<file path="src/lzwe_ram.sv">
// Generic single-clock RAM with one write port and one registered read port.
// Depends on nothing.
module lzwe_ram #(
  parameter int WIDTH = 8,
  parameter int DEPTH = 256
) (
  input  logic                     clk_i,
  input  logic                     we_i,
  input  logic [$clog2(DEPTH)-1:0] waddr_i,
  input  logic [WIDTH-1:0]         wdata_i,
  input  logic                     re_i,
  input  logic [$clog2(DEPTH)-1:0] raddr_i,
  output logic [WIDTH-1:0]         rdata_o
);

  logic [WIDTH-1:0] mem [DEPTH];

  always_ff @(posedge clk_i) begin
    if (we_i) begin
      mem[waddr_i] <= wdata_i;
    end
    if (re_i) begin
      rdata_o <= mem[raddr_i];
    end
  end

endmodule

</file>
<file path="config.mk">
export PLATFORM = sky130hd
export DESIGN_NAME = lzwe_ram
export DESIGN_NICKNAME = d
export VERILOG_FILES = /design/src/lzwe_ram.sv
export SDC_FILE = /design/constraint.sdc
export NUM_CORES = 2
export LEC_CHECK = 0
export BUFFER_PORTS_ARGS = -buffer_cell sky130_fd_sc_hd__buf_2
export CORE_UTILIZATION = 30
export CTS_BUF_LIST = sky130_fd_sc_hd__clkbuf_16
export DETAILED_ROUTE_END_ITERATION = 10
export HOLD_SLACK_MARGIN = 0.1
export PLACE_DENSITY = 0.55
export SLEW_MARGIN = 10
export SYNTH_ARGS = -nofsm -noshare
export SYNTH_HDL_FRONTEND = slang
export SYNTH_SLANG_ARGS = --single-unit
</file>
<file path="constraint.sdc">
create_clock -name clk_i -period 3.4 [get_ports clk_i]
set_input_delay 0.51 -clock clk_i [delete_from_list [all_inputs] [get_ports clk_i]]
set_output_delay 0.51 -clock clk_i [all_outputs]
set_load 0.03 [all_outputs]
</file>
Word-level counts from Yosys, hierarchy flattened. Memory sizes are Yosys's and may differ from the RTL's. A register that Yosys moved wholly into a read port is not among the register bits. Cells that the tools add are included.

Register bits after elaboration: 0. RAM bits: 2048. Bits of input ports: 27. Output and inout port bits: 8. Memories kept: 1.

Mux-type cells: 2.

Memory list: mem (words 256, bits a word 8, rd ports 1, clocked after Yosys merged registers in 1, write ports 1, RTL line 16) `logic [WIDTH-1:0] mem [DEPTH];`.

Operator list (count): $mux 1 (2).

Longest topological paths before layout.
Word-level depth: 2. Depth in mapped cells: 11. Depth with buffers taken out: 6.

Worst setup path after synthesis. Ideal clock, no wire load.

Path type: in2reg. From: input raddr_i[0]. To: register rdata_o[2], read port of mem, data pin. Library setup time: 0.269 ns. Data arrival time: 2.317 ns. Data required time: 3.131 ns. Path slack: 0.814 ns. Cell stages on the path: 9. Buffers on the path: 4. Cells stage by stage: buf_6 > buf_12 > buf_8 > buf_2 > mux4_2 > a22oi_1 > a21oi_1 > nor4_1 > nor4_2.

RTL lines: start: declaration (RTL line 12) `input logic [$clog2(DEPTH)-1:0] raddr_i,`; end: declaration (RTL line 13) `output logic [WIDTH-1:0] rdata_o`.

==> results_dict.tcl <==
set metrics [dict create \
    core_area_mm2 0.263 \
    muxShareOfSynthArea 0.146 \
    ys.warnings.count 0 \
    leakagePower_nw 30.2 \
    gp_congestion 0.867 \
    grt_max_degree 120 \
    rr_worst_depth 6 \
    synthCells 3733 \
    ir_drop_uv 473 \
    clockRootBuffer "clkbuf_16" \
    vias 40456 \
    clockBufferDepth 3 \
    antenna_left 0 \
    row_count 188 \
    drv_slew 0 \
    power-per-cell-area_mw_per_mm2 559 \
    yosysTopAreaCell "edfxtp_1" \
    wl_um 213000 \
    area_delta_synth_final_pct 19.3 \
    fin_ws_ns 0.00252 \
    pre_cts_ws_ns -0.714 \
    synth_compound_area_frac 0.0342 \
    slew_headroom 0.0987 \
    hold_depth 1 \
    max_freq_mhz 294 \
    worstSetupStartpointType "input port" \
    avgSynthCellArea_um2 21.3 \
    outcome "completed" \
    cp_data_arrival_time_ns 3.94 \
    ys_seq_area_frac 0.775 \
    synth_top_flop_cell "edfxtp_1" \
    synth_top_family_by_area "multiplexers" \
    hold_viol 0 \
    rsz0062_at_grt "no" \
    synth-xor-area-share 0 \
    final_util 0.361 \
    cp_top_family "simple AND/OR/NAND/NOR gates" \
    track_usage 0.159 \
    placed_area_mm2 0.0883 \
    async_flop_share 0 \
    fillers 24094 \
    drt_first_pass_iters 8 \
    grt-ovfl-total 0 \
    period_share 0.999 \
    first_iter_violations 4246 \
    crit_buf_inv 5 \
    ys_top_cells_by_area "edfxtp_1, mux4_2, mux2i_1, nor2_1, a22oi_1" \
    die_h_um 517 \
    busiest_layer "met2" \
    grt_first_pass_wirelength_um 304000 \
    fin_nets 4386 \
    worst_pin_slew_ns 1.34 \
    r2r-end "rdata_o[2]" \
    tritoncts "yes" \
    viasPerCell 5.02 \
    cts-resized-gates 0 \
    critical_path.max_fanout 14 \
    setup.worst_path.end_class "register" \
    synth_edf_count 2056 \
    timing.rr.start "mem[69][2]" \
    die_x_um 517 \
    synth_cell_types 54 \
    path_cells "buf_8, buf_12, buf_12, buf_12, mux4_2, mux4_2, nor2b_1, nor4_1, buf_4, nor4_2" \
    cts.sinks 2056 \
    clk_pin_slew_worst_paths_ns 0.06 \
    ys_ff_latch 2056 \
    reg2reg_slack_ns 0.24 \
    hold_path_end "mem[225][6]" \
    clkLatencyLatePin_ns 0.84 \
    critPathMaxStageDelay_ns 1.04 \
    maxCapViolations 0 \
    finalSetupViolations 0 \
    path_class "input port to register" \
    dp_hpwl_um 138000 \
    wl_per_cell_um 26.4 \
    initial_core_util 0.303 \
    post_cts_buffers 0 \
    io_pins 35 \
    fin_skew_ns 0.0398 \
    antenna_found_initial 20 \
    drive_gt1_frac 0.312 \
    numPortBuffers 34 \
    grt_use_met2 0.251 \
    synth_fp_nets 3760 \
    hold_path.class "input port to register" \
    critical-path-slowest-cell "nor4_1" \
    hp-start "wdata_i[6]" \
    crit_top_cell "buf_12" \
    synth_top_area_share 0.775 \
    grt_util_met3 0.0299 \
    grt_util_met1 0.221 \
    dieArea_mm2 0.268 \
    syn_area_mm2 0.0796 \
    drc 0 \
    first_global_vias 41192 \
    synth_fa_ha_area_frac 0 \
    htree_num_levels 4 \
    min_period_ns 3.40 \
    numCtsBuffers 208 \
    required_ns 3.95 \
    yosys.area_share.simple 0.0263 \
    stdcell_area_mm2 0.0950 \
]
## cell type report
class	count	area [um^2]	area share
multi-input cells	1442	16500	0.174
repair buffers	649	5730	0.0603
diodes	8	20.0	0.000211
clock buffers	211	5280	0.0556
clock inverters	171	1350	0.0142
flip-flops and latches	2056	61700	0.650
well taps	3515	4400	0.0463
inverters	2	7.51	0.0000790
## Yosys cell counts (all sizes together) (2+ instances only)
master,number
a2111oi,5
a211oi,16
a21oi,96
a221oi,14
a22o,8
a22oi,133
a311oi,2
a31oi,2
and2,6
and3b,2
buf,122
clkbuf,111
edfxtp,2056
mux2i,134
mux4,456
nand2,33
nand2b,8
nand3,34
nand3b,2
nand4,10
nor2,282
nor2b,31
nor3,22
nor4,27
o211ai,10
o21ai,12
o221ai,47
o22a,5
o22ai,28
o32ai,5
or2,4
## how the worst max path moves through the flow
| stage | startpoint | endpoint | slack, ns | cells after the start |
|---|---|---|---|---|
| after detailed placement | raddr_i[0] | rdata_o[2] | -0.71 | 10 |
| final | raddr_i[0] | rdata_o[2] | 0.003 | 10 |
| after global placement | raddr_i[0] | rdata_o[2] | -0.78 | 10 |
| after floorplan | raddr_i[0] | rdata_o[2] | 0.81 | 9 |
| after CTS | raddr_i[0] | rdata_o[2] | 0.19 | 10 |
| after global routing | raddr_i[0] | rdata_o[2] | 0.18 | 10 |
## power by group
part / total [mW] / switching, mW / leakage [nW] / internal, mW
combinational: 2.90 / 1.78 / 8.37 / 1.12
sequential: 28.0 / 0.0440 / 18.5 / 28.0
clock: 22.2 / 9.76 / 3.35 / 12.4
## layer usage
metal / vias up / wire [um]
met5: - / 11
met4: 2 / 6650
met3: 312 / 14600
met2: 1427 / 100000
met1: 21734 / 91400
li1: 16981 / -
## metrics by stage
stage / TNS [ns] / hold WS, ns / power [mW] / std cells
6_report: 0 / 0.135 / 53.1 / 8054
5_1_grt: 0 / 0.125 / 54.6 / 8048
4_1_cts: 0 / 0.117 / 53.5 / 8046
3_5_place_dp: -1.69 / 0.967 / 31.5 / 7661
3_3_place_gp: -1.53 / 0.964 / 31.4 / 7661
2_1_floorplan: 0 / 0.609 / 29.9 / 3733
## worst register-to-register path: stages (launching register included)
cell,delay [ns]
edfxtp_1,0.37
mux4_2,0.45
mux4_2,0.52
nor2b_1,0.19
nor4_1,1.04
buf_4,0.26
nor4_2,0.04
## sequential cells by signal, summed over array words and instances, names as in the netlist
signal and cells:
mem 2048, rdata_o 8
## repair_timing
action	CTS	global route
setup endpoints to repair	0	0
endpoints found under the hold margin	42	0
hold buffers	3	0
## kinds of logic after synthesis
logic type / count (synthesis)
AND/OR/NAND/NOR: 466
multiplexers: 591
flip-flops: 2056
buffers and inverters: 235
AO/OA/AOI/OAI: 385
## cell usage in the layout, fill, tap and decap left out, types with 33 or more instances in the layout
master     count
mux2i_1      134
o221ai_1      46
clkinv_1      59
nor2_1       279
clkinv_2      37
a22oi_1      133
edfxtp_1    2056
nand2_1       33
a21oi_1       96
mux4_2       454
nand3_1       34
buf_4        548
clkbuf_16    211
inv_1         33
buf_12        66
Note: power is estimated with default switching activity, not from simulation.
